## config.mk

```make
export PLATFORM = sky130hd
export DESIGN_NAME = trackball_accel_motion_reporter
export DESIGN_NICKNAME = d
export VERILOG_FILES = /design/src/rtl/core/tbam_pkg.sv /design/src/rtl/core/tbam_front.sv /design/src/rtl/core/tbam_fifo.sv /design/src/rtl/core/tbam_back.sv /design/src/rtl/core/trackball_accel_motion_reporter.sv
export VERILOG_INCLUDE_DIRS = /design/src /design/src/rtl/core
export SDC_FILE = /design/constraint.sdc
export NUM_CORES = 2
export LEC_CHECK = 0
export BUFFER_PORTS_ARGS = -buffer_cell sky130_fd_sc_hd__buf_2
export CAP_MARGIN = 20
export CELL_PAD_IN_SITES_DETAIL_PLACEMENT = 1
export CELL_PAD_IN_SITES_GLOBAL_PLACEMENT = 2
export CORE_AREA = 2 2 391 393
export DETAILED_ROUTE_END_ITERATION = 7
export DIE_AREA = 0 0 393 395
export GPL_ROUTABILITY_DRIVEN = 1
export PLACE_DENSITY = 0.73
export SYNTH_ARGS = -nofsm -noshare
export SYNTH_HDL_FRONTEND = slang
export SYNTH_SLANG_ARGS = --single-unit
export TNS_END_PERCENT = 10
```

## constraint.sdc

```tcl
create_clock -name aclk -period 11 [get_ports aclk]
set_input_delay 0.55 -clock aclk [delete_from_list [all_inputs] [get_ports aclk]]
set_output_delay 0.55 -clock aclk [all_outputs]
set_load 0.01 [all_outputs]
```

## src/rtl/core/assert_macros.svh

```systemverilog
// Assertion macros shared by the trackball motion reporter modules.
`ifndef ASSERT_MACROS_SVH
`define ASSERT_MACROS_SVH

// Checks a property on every rising clock edge while reset is released.
`define TBAM_ASSERT(label, prop, msg) \
    label: assert property (@(posedge aclk) disable iff (!aresetn) prop) else $error(msg);

// Checks that a condition never holds on a rising clock edge outside reset.
`define TBAM_NEVER(label, expr, msg) \
    `TBAM_ASSERT(label, !(expr), msg)

`endif

```

## src/rtl/core/tbam_pkg.sv

```systemverilog
// Shared constants, types and helper functions for the trackball motion reporter.
package tbam_pkg;

    // Size of the acceleration table and width of the motion accumulators.
    localparam int ACCEL_TABLE_DEPTH = 64;
    localparam int ACCUM_WIDTH       = 24;

    // Step lookup table.
    localparam int ROM_SIZE  = 45;
    localparam int ROM_AW    = $clog2(ROM_SIZE);
    localparam int STEP_W    = 12;
    localparam int SLOW_STEP = 3;

    localparam logic [STEP_W-1:0] STEP_ROM [ROM_SIZE] = '{
        12'd2693, 12'd2693, 12'd90, 12'd29, 12'd16, 12'd12, 12'd9, 12'd8, 12'd7,
        12'd6, 12'd6, 12'd6, 12'd5, 12'd5, 12'd5, 12'd5, 12'd5,
        12'd4, 12'd4, 12'd4, 12'd4, 12'd4, 12'd4, 12'd4, 12'd4, 12'd4, 12'd4,
        12'd4, 12'd4, 12'd4, 12'd4,
        12'd4, 12'd4, 12'd4, 12'd4, 12'd4, 12'd4, 12'd4, 12'd4, 12'd4, 12'd4,
        12'd4, 12'd4, 12'd4, 12'd4
    };

    // Movement gain and product widths.
    localparam int GAIN_W = 10;
    localparam int PROD_W = ACCUM_WIDTH + GAIN_W;

    // Products at or above 200 * 32768 always saturate the 16-bit output.
    localparam int LIM_W = 23;
    localparam logic [PROD_W-1:0] MOVE_SAT_LIMIT = PROD_W'(200 * 32768);

    // Division by 200: drop three bits, then multiply by ceil(2^25 / 25).
    localparam int QIN_W       = LIM_W - 3;
    localparam int RECIP_W     = 21;
    localparam int RECIP_SHIFT = 25;
    localparam logic [RECIP_W-1:0] RECIP_25 = 21'd1342178;
    localparam int QPROD_W     = QIN_W + RECIP_W;

    // Report kinds.
    localparam logic [1:0] KIND_MOVE    = 2'd0;
    localparam logic [1:0] KIND_SCROLL  = 2'd1;
    localparam logic [1:0] KIND_IDLE    = 2'd2;
    localparam logic [1:0] KIND_CLEARED = 2'd3;

    // Layers with a defined report.
    localparam logic [4:0] LAYER_MOVE   = 5'd0;
    localparam logic [4:0] LAYER_SCROLL = 5'd1;

    // Input commands.
    localparam logic CMD_EDGE = 1'b0;
    localparam logic CMD_TICK = 1'b1;

    // Queue between the front and back parts.
    localparam int FIFO_DEPTH = 4;
    localparam int FIFO_AW    = $clog2(FIFO_DEPTH);
    localparam int FIFO_CW    = FIFO_AW + 1;

    // Operation handed from the front part to the back part.
    typedef struct packed {
        logic              is_tick;
        logic              is_x;
        logic              neg;
        logic [STEP_W-1:0] step;
        logic [4:0]        layer;
        logic [7:0]        brightness;
    } tbam_op_t;

    // Accelerated step for a time gap in milliseconds; a zero gap reads like one.
    function automatic logic [STEP_W-1:0] accel_step(input logic [31:0] delta);
        logic [STEP_W-1:0] s;
        s = STEP_W'(SLOW_STEP);
        if (delta < 32'(ROM_SIZE) && delta < 32'(ACCEL_TABLE_DEPTH)) begin
            s = STEP_ROM[delta[ROM_AW-1:0]];
        end
        return s;
    endfunction

    // Saturates an accumulator-width value to the signed 16-bit range.
    function automatic logic signed [15:0] sat16(input logic signed [ACCUM_WIDTH-1:0] v);
        logic signed [ACCUM_WIDTH-1:0] hi;
        logic signed [ACCUM_WIDTH-1:0] lo;
        logic signed [15:0]            r;
        hi = ACCUM_WIDTH'(32767);
        lo = -hi - ACCUM_WIDTH'(1);
        if (v > hi) begin
            r = 16'sh7fff;
        end else if (v < lo) begin
            r = 16'sh8000;
        end else begin
            r = v[15:0];
        end
        return r;
    endfunction

endpackage

```

## src/rtl/core/tbam_front.sv

```systemverilog
// Front part: accepts sensor edges and report ticks and turns them into queue operations.
module tbam_front
    import tbam_pkg::*;
(
    input  logic        aclk,
    input  logic        aresetn,
    input  logic        s_axis_tvalid,
    output logic        s_axis_tready,
    input  logic [47:0] s_axis_tdata,   // channel, level, now_ms, layer, brightness
    input  logic [0:0]  s_axis_tuser,   // cmd
    output logic        op_valid,
    output tbam_op_t    op,
    input  logic        op_ready
);

    logic        cmd;
    logic [1:0]  channel;
    logic        level;
    logic [31:0] now_ms;
    logic [4:0]  layer;
    logic [7:0]  brightness;
    logic        accept;
    logic        changed;
    logic [31:0] delta;

    logic        last_level_reg [4];
    logic [31:0] last_edge_time_reg [4];

    // Unpack the request.
    assign cmd        = s_axis_tuser[0];
    assign channel    = s_axis_tdata[1:0];
    assign level      = s_axis_tdata[2];
    assign now_ms     = s_axis_tdata[34:3];
    assign layer      = s_axis_tdata[39:35];
    assign brightness = s_axis_tdata[47:40];

    // A request is taken whenever the queue has room; unchanged levels are dropped.
    assign s_axis_tready = op_ready;
    assign accept        = s_axis_tvalid && op_ready;
    assign changed       = (level != last_level_reg[channel]);
    assign delta         = now_ms - last_edge_time_reg[channel];
    assign op_valid      = s_axis_tvalid && ((cmd == CMD_TICK) || changed);

    // Build the operation for the back part.
    always_comb begin
        op.is_tick    = (cmd == CMD_TICK);
        op.is_x       = !channel[1];
        op.neg        = !channel[0];
        op.step       = accel_step(delta);
        op.layer      = layer;
        op.brightness = brightness;
    end

    // Per-channel level and time of the last real change.
    always_ff @(posedge aclk) begin
        if (!aresetn) begin
            for (int i = 0; i < 4; i++) begin
                last_level_reg[i]     <= 1'b1;
                last_edge_time_reg[i] <= '0;
            end
        end else if (accept && cmd == CMD_EDGE && changed) begin
            last_level_reg[channel]     <= level;
            last_edge_time_reg[channel] <= now_ms;
        end
    end

endmodule

```

## src/rtl/core/tbam_fifo.sv

```systemverilog
// Short queue of operations between the front and back parts.
`include "assert_macros.svh"
module tbam_fifo
    import tbam_pkg::*;
(
    input  logic     aclk,
    input  logic     aresetn,
    input  logic     in_valid,
    output logic     in_ready,
    input  tbam_op_t in_op,
    output logic     out_valid,
    input  logic     out_pop,
    output tbam_op_t out_op
);

    tbam_op_t           mem_reg [FIFO_DEPTH];
    logic [FIFO_AW-1:0] wr_ptr_reg;
    logic [FIFO_AW-1:0] rd_ptr_reg;
    logic [FIFO_CW-1:0] count_reg;
    logic [FIFO_CW-1:0] count_next;
    logic               push;
    logic               pop;

    // Handshake on both sides.
    assign in_ready  = (count_reg != FIFO_CW'(FIFO_DEPTH));
    assign out_valid = (count_reg != '0);
    assign push      = in_valid && in_ready;
    assign pop       = out_pop && out_valid;
    assign out_op    = mem_reg[rd_ptr_reg];

    // Occupancy update.
    always_comb begin
        count_next = count_reg;
        if (push && !pop) begin
            count_next = count_reg + FIFO_CW'(1);
        end else if (pop && !push) begin
            count_next = count_reg - FIFO_CW'(1);
        end
    end

    // Pointers and count.
    always_ff @(posedge aclk) begin
        if (!aresetn) begin
            wr_ptr_reg <= '0;
            rd_ptr_reg <= '0;
            count_reg  <= '0;
        end else begin
            if (push) begin
                wr_ptr_reg <= wr_ptr_reg + FIFO_AW'(1);
            end
            if (pop) begin
                rd_ptr_reg <= rd_ptr_reg + FIFO_AW'(1);
            end
            count_reg <= count_next;
        end
    end

    // Entry storage.
    always_ff @(posedge aclk) begin
        if (push) begin
            mem_reg[wr_ptr_reg] <= in_op;
        end
    end

    `TBAM_NEVER(a_count_bound, count_reg > FIFO_CW'(FIFO_DEPTH), "queue count beyond depth")
    `TBAM_ASSERT(a_pop_count, (pop && !push) |=> (count_reg == $past(count_reg) - FIFO_CW'(1)), "pop did not lower count")

endmodule

```

## src/rtl/core/tbam_back.sv

```systemverilog
// Back part: motion accumulators, report arithmetic and the result register.
`include "assert_macros.svh"
module tbam_back
    import tbam_pkg::*;
(
    input  logic        aclk,
    input  logic        aresetn,
    input  logic        op_valid,
    input  tbam_op_t    op,
    output logic        op_pop,
    output logic        m_axis_tvalid,
    input  logic        m_axis_tready,
    output logic [31:0] m_axis_tdata,   // x_value, y_value
    output logic [2:0]  m_axis_tuser    // kind, moving
);

    logic signed [ACCUM_WIDTH-1:0] x_acc_reg;
    logic signed [ACCUM_WIDTH-1:0] y_acc_reg;
    logic signed [ACCUM_WIDTH-1:0] x_acc_next;
    logic signed [ACCUM_WIDTH-1:0] y_acc_next;

    // Report stage registers.
    logic                 s1_valid_reg;
    logic [1:0]           s1_kind_reg;
    logic                 s1_moving_reg;
    logic                 s1_x_neg_reg;
    logic                 s1_y_neg_reg;
    logic [PROD_W-1:0]    s1_x_mag_reg;
    logic [PROD_W-1:0]    s1_y_mag_reg;
    logic signed [15:0]   s1_x_val_reg;
    logic signed [15:0]   s1_y_val_reg;

    // Result register.
    logic                 out_valid_reg;
    logic [1:0]           out_kind_reg;
    logic                 out_moving_reg;
    logic signed [15:0]   out_x_reg;
    logic signed [15:0]   out_y_reg;

    logic                 out_load;
    logic                 s1_free;
    logic                 tick_pop;
    logic                 edge_pop;
    logic                 any_motion;
    logic [GAIN_W-1:0]    gain;
    logic signed [ACCUM_WIDTH:0] sel_acc;
    logic signed [ACCUM_WIDTH:0] sum;
    logic signed [ACCUM_WIDTH-1:0] sum_sat;
    logic [ACCUM_WIDTH-1:0] x_abs;
    logic [ACCUM_WIDTH-1:0] y_abs;
    logic signed [ACCUM_WIDTH-1:0] x_half;
    logic signed [ACCUM_WIDTH-1:0] y_half;
    logic [1:0]           s1_kind_next;
    logic signed [15:0]   x_move;
    logic signed [15:0]   y_move;
    logic [QPROD_W-1:0]   x_qprod;
    logic [QPROD_W-1:0]   y_qprod;

    // Pipeline flow: a tick needs the report stage, an edge does not.
    assign out_load = !out_valid_reg || m_axis_tready;
    assign s1_free  = !s1_valid_reg || out_load;
    assign op_pop   = op_valid && (!op.is_tick || s1_free);
    assign tick_pop = op_pop && op.is_tick;
    assign edge_pop = op_pop && !op.is_tick;

    // Saturating add of a signed step into the selected accumulator.
    always_comb begin
        sel_acc = op.is_x ? (ACCUM_WIDTH+1)'(x_acc_reg) : (ACCUM_WIDTH+1)'(y_acc_reg);
        if (op.neg) begin
            sum = sel_acc - (ACCUM_WIDTH+1)'(op.step);
        end else begin
            sum = sel_acc + (ACCUM_WIDTH+1)'(op.step);
        end
        if (sum[ACCUM_WIDTH] != sum[ACCUM_WIDTH-1]) begin
            sum_sat = sum[ACCUM_WIDTH] ? {1'b1, {(ACCUM_WIDTH-1){1'b0}}}
                                       : {1'b0, {(ACCUM_WIDTH-1){1'b1}}};
        end else begin
            sum_sat = sum[ACCUM_WIDTH-1:0];
        end
    end

    // Accumulator next values: edges add, ticks clear.
    always_comb begin
        x_acc_next = x_acc_reg;
        y_acc_next = y_acc_reg;
        if (tick_pop) begin
            x_acc_next = '0;
            y_acc_next = '0;
        end else if (edge_pop) begin
            if (op.is_x) begin
                x_acc_next = sum_sat;
            end else begin
                y_acc_next = sum_sat;
            end
        end
    end

    always_ff @(posedge aclk) begin
        if (!aresetn) begin
            x_acc_reg <= '0;
            y_acc_reg <= '0;
        end else begin
            x_acc_reg <= x_acc_next;
            y_acc_reg <= y_acc_next;
        end
    end

    // Tick decode: report kind, magnitudes for the gain product, halves for scroll.
    assign any_motion = (x_acc_reg != '0) || (y_acc_reg != '0);
    assign gain   = GAIN_W'(120) + {1'b0, op.brightness, 1'b0} + {2'b00, op.brightness};
    assign x_abs  = x_acc_reg[ACCUM_WIDTH-1] ? ACCUM_WIDTH'(-x_acc_reg) : x_acc_reg;
    assign y_abs  = y_acc_reg[ACCUM_WIDTH-1] ? ACCUM_WIDTH'(-y_acc_reg) : y_acc_reg;
    assign x_half = (x_acc_reg + $signed(ACCUM_WIDTH'(x_acc_reg[ACCUM_WIDTH-1]))) >>> 1;
    assign y_half = (y_acc_reg + $signed(ACCUM_WIDTH'(y_acc_reg[ACCUM_WIDTH-1]))) >>> 1;

    always_comb begin
        if (!any_motion) begin
            s1_kind_next = KIND_IDLE;
        end else if (op.layer == LAYER_MOVE) begin
            s1_kind_next = KIND_MOVE;
        end else if (op.layer == LAYER_SCROLL) begin
            s1_kind_next = KIND_SCROLL;
        end else begin
            s1_kind_next = KIND_CLEARED;
        end
    end

    // Report stage: registered gain products and direct values.
    always_ff @(posedge aclk) begin
        if (!aresetn) begin
            s1_valid_reg <= 1'b0;
        end else if (s1_free) begin
            s1_valid_reg <= tick_pop;
        end
    end

    always_ff @(posedge aclk) begin
        if (tick_pop) begin
            s1_kind_reg   <= s1_kind_next;
            s1_moving_reg <= any_motion;
            s1_x_neg_reg  <= x_acc_reg[ACCUM_WIDTH-1];
            s1_y_neg_reg  <= y_acc_reg[ACCUM_WIDTH-1];
            s1_x_mag_reg  <= PROD_W'(x_abs) * PROD_W'(gain);
            s1_y_mag_reg  <= PROD_W'(y_abs) * PROD_W'(gain);
            if (s1_kind_next == KIND_SCROLL) begin
                s1_x_val_reg <= sat16(x_half);
                s1_y_val_reg <= sat16(y_half);
            end else begin
                s1_x_val_reg <= '0;
                s1_y_val_reg <= '0;
            end
        end
    end

    // Movement value: negate the product divided by 200, saturated to 16 bits.
    assign x_qprod = QPROD_W'(s1_x_mag_reg[LIM_W-1:3]) * QPROD_W'(RECIP_25);
    assign y_qprod = QPROD_W'(s1_y_mag_reg[LIM_W-1:3]) * QPROD_W'(RECIP_25);

    always_comb begin
        if (s1_x_mag_reg >= MOVE_SAT_LIMIT) begin
            x_move = s1_x_neg_reg ? 16'sh7fff : 16'sh8000;
        end else if (s1_x_neg_reg) begin
            x_move = {1'b0, x_qprod[RECIP_SHIFT+14:RECIP_SHIFT]};
        end else begin
            x_move = -{1'b0, x_qprod[RECIP_SHIFT+14:RECIP_SHIFT]};
        end
        if (s1_y_mag_reg >= MOVE_SAT_LIMIT) begin
            y_move = s1_y_neg_reg ? 16'sh7fff : 16'sh8000;
        end else if (s1_y_neg_reg) begin
            y_move = {1'b0, y_qprod[RECIP_SHIFT+14:RECIP_SHIFT]};
        end else begin
            y_move = -{1'b0, y_qprod[RECIP_SHIFT+14:RECIP_SHIFT]};
        end
    end

    // Result register toward the master side.
    always_ff @(posedge aclk) begin
        if (!aresetn) begin
            out_valid_reg <= 1'b0;
        end else if (out_load) begin
            out_valid_reg <= s1_valid_reg;
        end
    end

    always_ff @(posedge aclk) begin
        if (out_load && s1_valid_reg) begin
            out_kind_reg   <= s1_kind_reg;
            out_moving_reg <= s1_moving_reg;
            if (s1_kind_reg == KIND_MOVE) begin
                out_x_reg <= x_move;
                out_y_reg <= y_move;
            end else begin
                out_x_reg <= s1_x_val_reg;
                out_y_reg <= s1_y_val_reg;
            end
        end
    end

    assign m_axis_tvalid = out_valid_reg;
    assign m_axis_tdata  = {out_y_reg, out_x_reg};
    assign m_axis_tuser  = {out_moving_reg, out_kind_reg};

    `TBAM_ASSERT(a_tick_clears, tick_pop |=> (x_acc_reg == '0 && y_acc_reg == '0), "tick left motion behind")
    `TBAM_ASSERT(a_idle_zero, (out_valid_reg && out_kind_reg == KIND_IDLE) |-> (out_x_reg == '0 && out_y_reg == '0 && !out_moving_reg), "idle report not zero")
    `TBAM_ASSERT(a_moving_kind, (s1_valid_reg && s1_kind_reg != KIND_IDLE) |-> s1_moving_reg, "motion report without moving")

endmodule

```

## src/rtl/core/trackball_accel_motion_reporter.sv

```systemverilog
// A report tick passes through a queue entry, the report stage and the result register before it shows on m_axis.
// Throughput: one request per cycle while the queue has room; sensor edges give no result and wait on m_axis only
// when they queue behind a tick whose report is stalled.
// A four-entry queue between the front part and the back part lets the two stall independently of each other.
// The gain product and the divide by 200 take one registered multiply stage each.
// Reset (aresetn low, synchronous) sets all levels high, timestamps and accumulators to zero,
// and empties the queue and the pipeline.
module trackball_accel_motion_reporter
    import tbam_pkg::*;
(
    input  logic        aclk,
    input  logic        aresetn,
    input  logic        s_axis_tvalid,
    output logic        s_axis_tready,
    input  logic [47:0] s_axis_tdata,   // channel[1:0], level[2], now_ms[34:3], layer[39:35], brightness[47:40]
    input  logic [0:0]  s_axis_tuser,   // cmd[0]
    output logic        m_axis_tvalid,
    input  logic        m_axis_tready,
    output logic [31:0] m_axis_tdata,   // x_value[15:0], y_value[31:16]
    output logic [2:0]  m_axis_tuser    // kind[1:0], moving[2]
);

    logic     fe_valid;
    logic     fe_ready;
    tbam_op_t fe_op;
    logic     q_valid;
    logic     q_pop;
    tbam_op_t q_op;

    // Request decode and per-channel timing.
    tbam_front u_front (
        .aclk          (aclk),
        .aresetn       (aresetn),
        .s_axis_tvalid (s_axis_tvalid),
        .s_axis_tready (s_axis_tready),
        .s_axis_tdata  (s_axis_tdata),
        .s_axis_tuser  (s_axis_tuser),
        .op_valid      (fe_valid),
        .op            (fe_op),
        .op_ready      (fe_ready)
    );

    // Decoupling queue.
    tbam_fifo u_fifo (
        .aclk      (aclk),
        .aresetn   (aresetn),
        .in_valid  (fe_valid),
        .in_ready  (fe_ready),
        .in_op     (fe_op),
        .out_valid (q_valid),
        .out_pop   (q_pop),
        .out_op    (q_op)
    );

    // Accumulation and report generation.
    tbam_back u_back (
        .aclk          (aclk),
        .aresetn       (aresetn),
        .op_valid      (q_valid),
        .op            (q_op),
        .op_pop        (q_pop),
        .m_axis_tvalid (m_axis_tvalid),
        .m_axis_tready (m_axis_tready),
        .m_axis_tdata  (m_axis_tdata),
        .m_axis_tuser  (m_axis_tuser)
    );

endmodule

```

==> qor.yml <==
mean_cell_area_of_the_mapped_netlist_um2: 9.96
ctsHoldBuffers: 0
total_iterations_of_the_first_detailed_routing_run: 5
synth_nets: 6646
r2r_end: "u_back.s1_x_mag_reg[32]"
area_growth_syn_to_layout_pct: 8.76
category_of_the_most_critical_setup_path: "flop to flop"
design.final.nets: 6675
drt_first_iter_violations: 1735
post_synth_instance_area_mm2: 0.0526
crit_path_max_fanout: 18
wl_met1_um: 69700
hold_depth: 1
post-cts-setup-buffer-count: 0
route.met2.wl_um: 70800
cts_resized: 0
critPathSlowestCell: "sky130_fd_sc_hd__dfxtp_1"
start_util_pct: 34.8
tritoncts_num_sinks: 423
ctsRootBufferMaster: "sky130_fd_sc_hd__clkbuf_16"
grt_antenna_before_repair: 6
gp_congestion: 0.857
vias: 37300
core_area_mm2: 0.151
min_path_type: "input port to flop"
port-buffer-count: 89
netlist_top_cells_area: "sky130_fd_sc_hd__fa_1 24%, sky130_fd_sc_hd__edfxtp_1 21%, sky130_fd_sc_hd__ha_1 16%"
cts_htree_levels: 2
overall_die_height_um: 395
timing.final.hold_violations: 0
grt_pass1_vias: 40900
critPathCaptureType: "flop"
worst_path_most_repeated_cell: "sky130_fd_sc_hd__fa_1"
n_antenna_cell: 0
post_synth_num_cell_types: 84
synth.top_cell.area_share_pct: 24.3
reg2reg_setup_slack_ps: 790
clk_latency_ps: 680
fp.dieArea_mm2: 0.155
result_of_the_run: "finished clean"
tritoncts: "built"
report.final.slew_viol_count: 0
die_width_um: 393
post-route-period-util_pct: 92.8
final_layout_size_suffix_gt1_share_pct: 6.39
boundaryPins: 90
globalRouteOverflowTotal: 0
worst_clock_skew_ps: 74.8
worst_path_largest_cell_delay_ps: 880
grt_setup_unrepaired: "no"
number_of_design_rule_violations_left_after_detail_routing: 0
total_number_of_placement_rows: 143
n_fill_cell: 17100
timing.critical_path.arrival_ps: 10600
clkTransAtPathRegs_ps: 60
postSynth.topFlopCell: "sky130_fd_sc_hd__edfxtp_1"
synth.yosys.seq_area_share_pct: 23.0
wl_per_cell_um: 20.1
setup.worst_path.start_class: "flop"
fin_crit_ps: 10210
antenna_violating_nets_post_route: 0
top_metal_used: "met4"
async_reset_ff_share_pct: 0
max_slew_margin_pct: 24.6
length_in_cells_of_the_worst_reg_to_reg_path: 30
number_of_enable_flip_flop_cells_after_synthesis: 364
largest_net_degree_at_the_start_of_global_routing: 55
route.detailed.vias_per_inst: 5.06
worst_pin_slew_ps: 1130
globalRouteTotalUtil_pct: 19.5
first_pass_grt_wire_length_um: 237000
final-setup-viol-count: 0
cts_buffers: 49
post_synth_inst_count: 5281
drt-total-wl_um: 149000
synth-seq-cells: 423
ctsLongestPathBuffers: 3
max-cap-violations: 0
dp_hpwl_um: 120000
yosys_warnings: 0
final.setup.tns_ps: 0
largest_register_ff_count: 128
synthDominantAreaCellType: "sky130_fd_sc_hd__fa_1"
max_clock_freq_mhz: 98.0
end_point_of_the_most_critical_hold_path: "u_fifo.mem_reg[2][27]"
critical_path_required_ps: 11400
met3RoutedLength_um: 4380
hp-start: "s_axis_tuser"
-- metal layers --
metal  vias up  global-route usage, %
met3       145                   1.81
met1     19100                   27.3
met4         0                   4.87
li1      17600                      -
met5         -                      0
met2       517                   32.5
-- worst max-delay path: cells and delay by family (launching register included) --
| kind | cells | cell delay, ps |
|---|---|---|
| compound gates | 13 | 3150 |
| flops | 1 | 880 |
| mux | 1 | 630 |
| xor+xnor | 2 | 720 |
| simple gates | 3 | 460 |
| buf+inv | 2 | 100 |
| fa+ha+maj | 9 | 4010 |
-- placed cells by master (no fill, tap or decap), types with 41 or more instances in the layout --
master,n
sky130_fd_sc_hd__nand2_1,386
sky130_fd_sc_hd__o21ai_0,176
sky130_fd_sc_hd__nand2b_1,43
sky130_fd_sc_hd__buf_2,90
sky130_fd_sc_hd__xor2_1,100
sky130_fd_sc_hd__ha_1,674
sky130_fd_sc_hd__dfxtp_1,59
sky130_fd_sc_hd__and2_1,150
sky130_fd_sc_hd__a22o_1,41
sky130_fd_sc_hd__nand3_1,84
sky130_fd_sc_hd__nor3_1,66
sky130_fd_sc_hd__mux4_2,50
sky130_fd_sc_hd__edfxtp_1,364
sky130_fd_sc_hd__fa_1,637
sky130_fd_sc_hd__and3_1,62
sky130_fd_sc_hd__xnor2_1,155
sky130_fd_sc_hd__clkbuf_16,51
sky130_fd_sc_hd__buf_4,57
sky130_fd_sc_hd__nor2_1,373
sky130_fd_sc_hd__a21o_1,75
sky130_fd_sc_hd__a21oi_1,173
sky130_fd_sc_hd__inv_1,942
-- cell families (layout without fill, tap and decap cells) --
logic type / count (synthesis) / count (layout) / synth area share [%]
xor+xnor: 262 / 262 / 4.36
simple gates: 1343 / 1343 / 12.2
buf+inv: 1120 / 1189 / 8.02
flops: 423 / 423 / 23.0
compound gates: 727 / 727 / 9.06
mux: 93 / 93 / 3.01
fa+ha+maj: 1313 / 1313 / 40.4
-- worst max path at each step --
| stage | startpoint | end | slack [ps] | depth (start not counted) |
|---|---|---|---|---|
| 2_1_floorplan | flop | u_back.s1_x_mag_reg[32] | 1340 | 37 |
| 3_3_place_gp | flop | u_back.s1_x_mag_reg[32] | 980 | 30 |
| 3_5_place_dp | flop | u_back.s1_x_mag_reg[32] | 820 | 30 |
| 4_1_cts | flop | u_back.s1_x_mag_reg[32] | 790 | 30 |
| 5_1_grt | flop | u_back.s1_y_mag_reg[33] | 220 | 30 |
| 6_report | flop | u_back.s1_x_mag_reg[32] | 790 | 30 |
-- cells in the mapped netlist, drive strengths merged, types with 101 or more instances --
| cell | n |
|---|---|
| inv | 943 |
| ha | 674 |
| fa | 638 |
| nand2 | 386 |
| nor2 | 375 |
| edfxtp | 364 |
| o21ai | 178 |
| a21oi | 174 |
| xnor2 | 161 |
| clkbuf | 156 |
| and2 | 151 |
| xor2 | 101 |
-- metrics by stage --
| step | utilization, % | setup slack, ps | hold slack [ps] | area, um2 | std cells |
|---|---|---|---|---|---|
| floorplan | - | 1340 | 400 | 52600 | 5281 |
| global placement | 36.7 | 980 | 409 | 55400 | 7283 |
| detailed placement | 36.7 | 824 | 424 | 55500 | 7285 |
| CTS | 37.8 | 787 | 98.7 | 57100 | 7376 |
| global route | 37.8 | 219 | 120 | 57200 | 7380 |
| finish | 37.8 | 793 | 138 | 57200 | 7380 |
-- final cells by class --
cell class / instances / area [um2] / share of cell area [%]
well taps: 2030 / 2540 / 4.44
clock inverters: 22 / 275 / 0.481
repair buffers: 152 / 963 / 1.68
multi-input cells: 3738 / 36400 / 63.6
clock buffers: 69 / 1370 / 2.40
inverters: 946 / 3550 / 6.21
flip-flops and latches: 423 / 12100 / 21.2
Power is left out: the tool's default activity adds up to more than one toggle a clock period on the data nets, which glitch-free logic cannot reach.
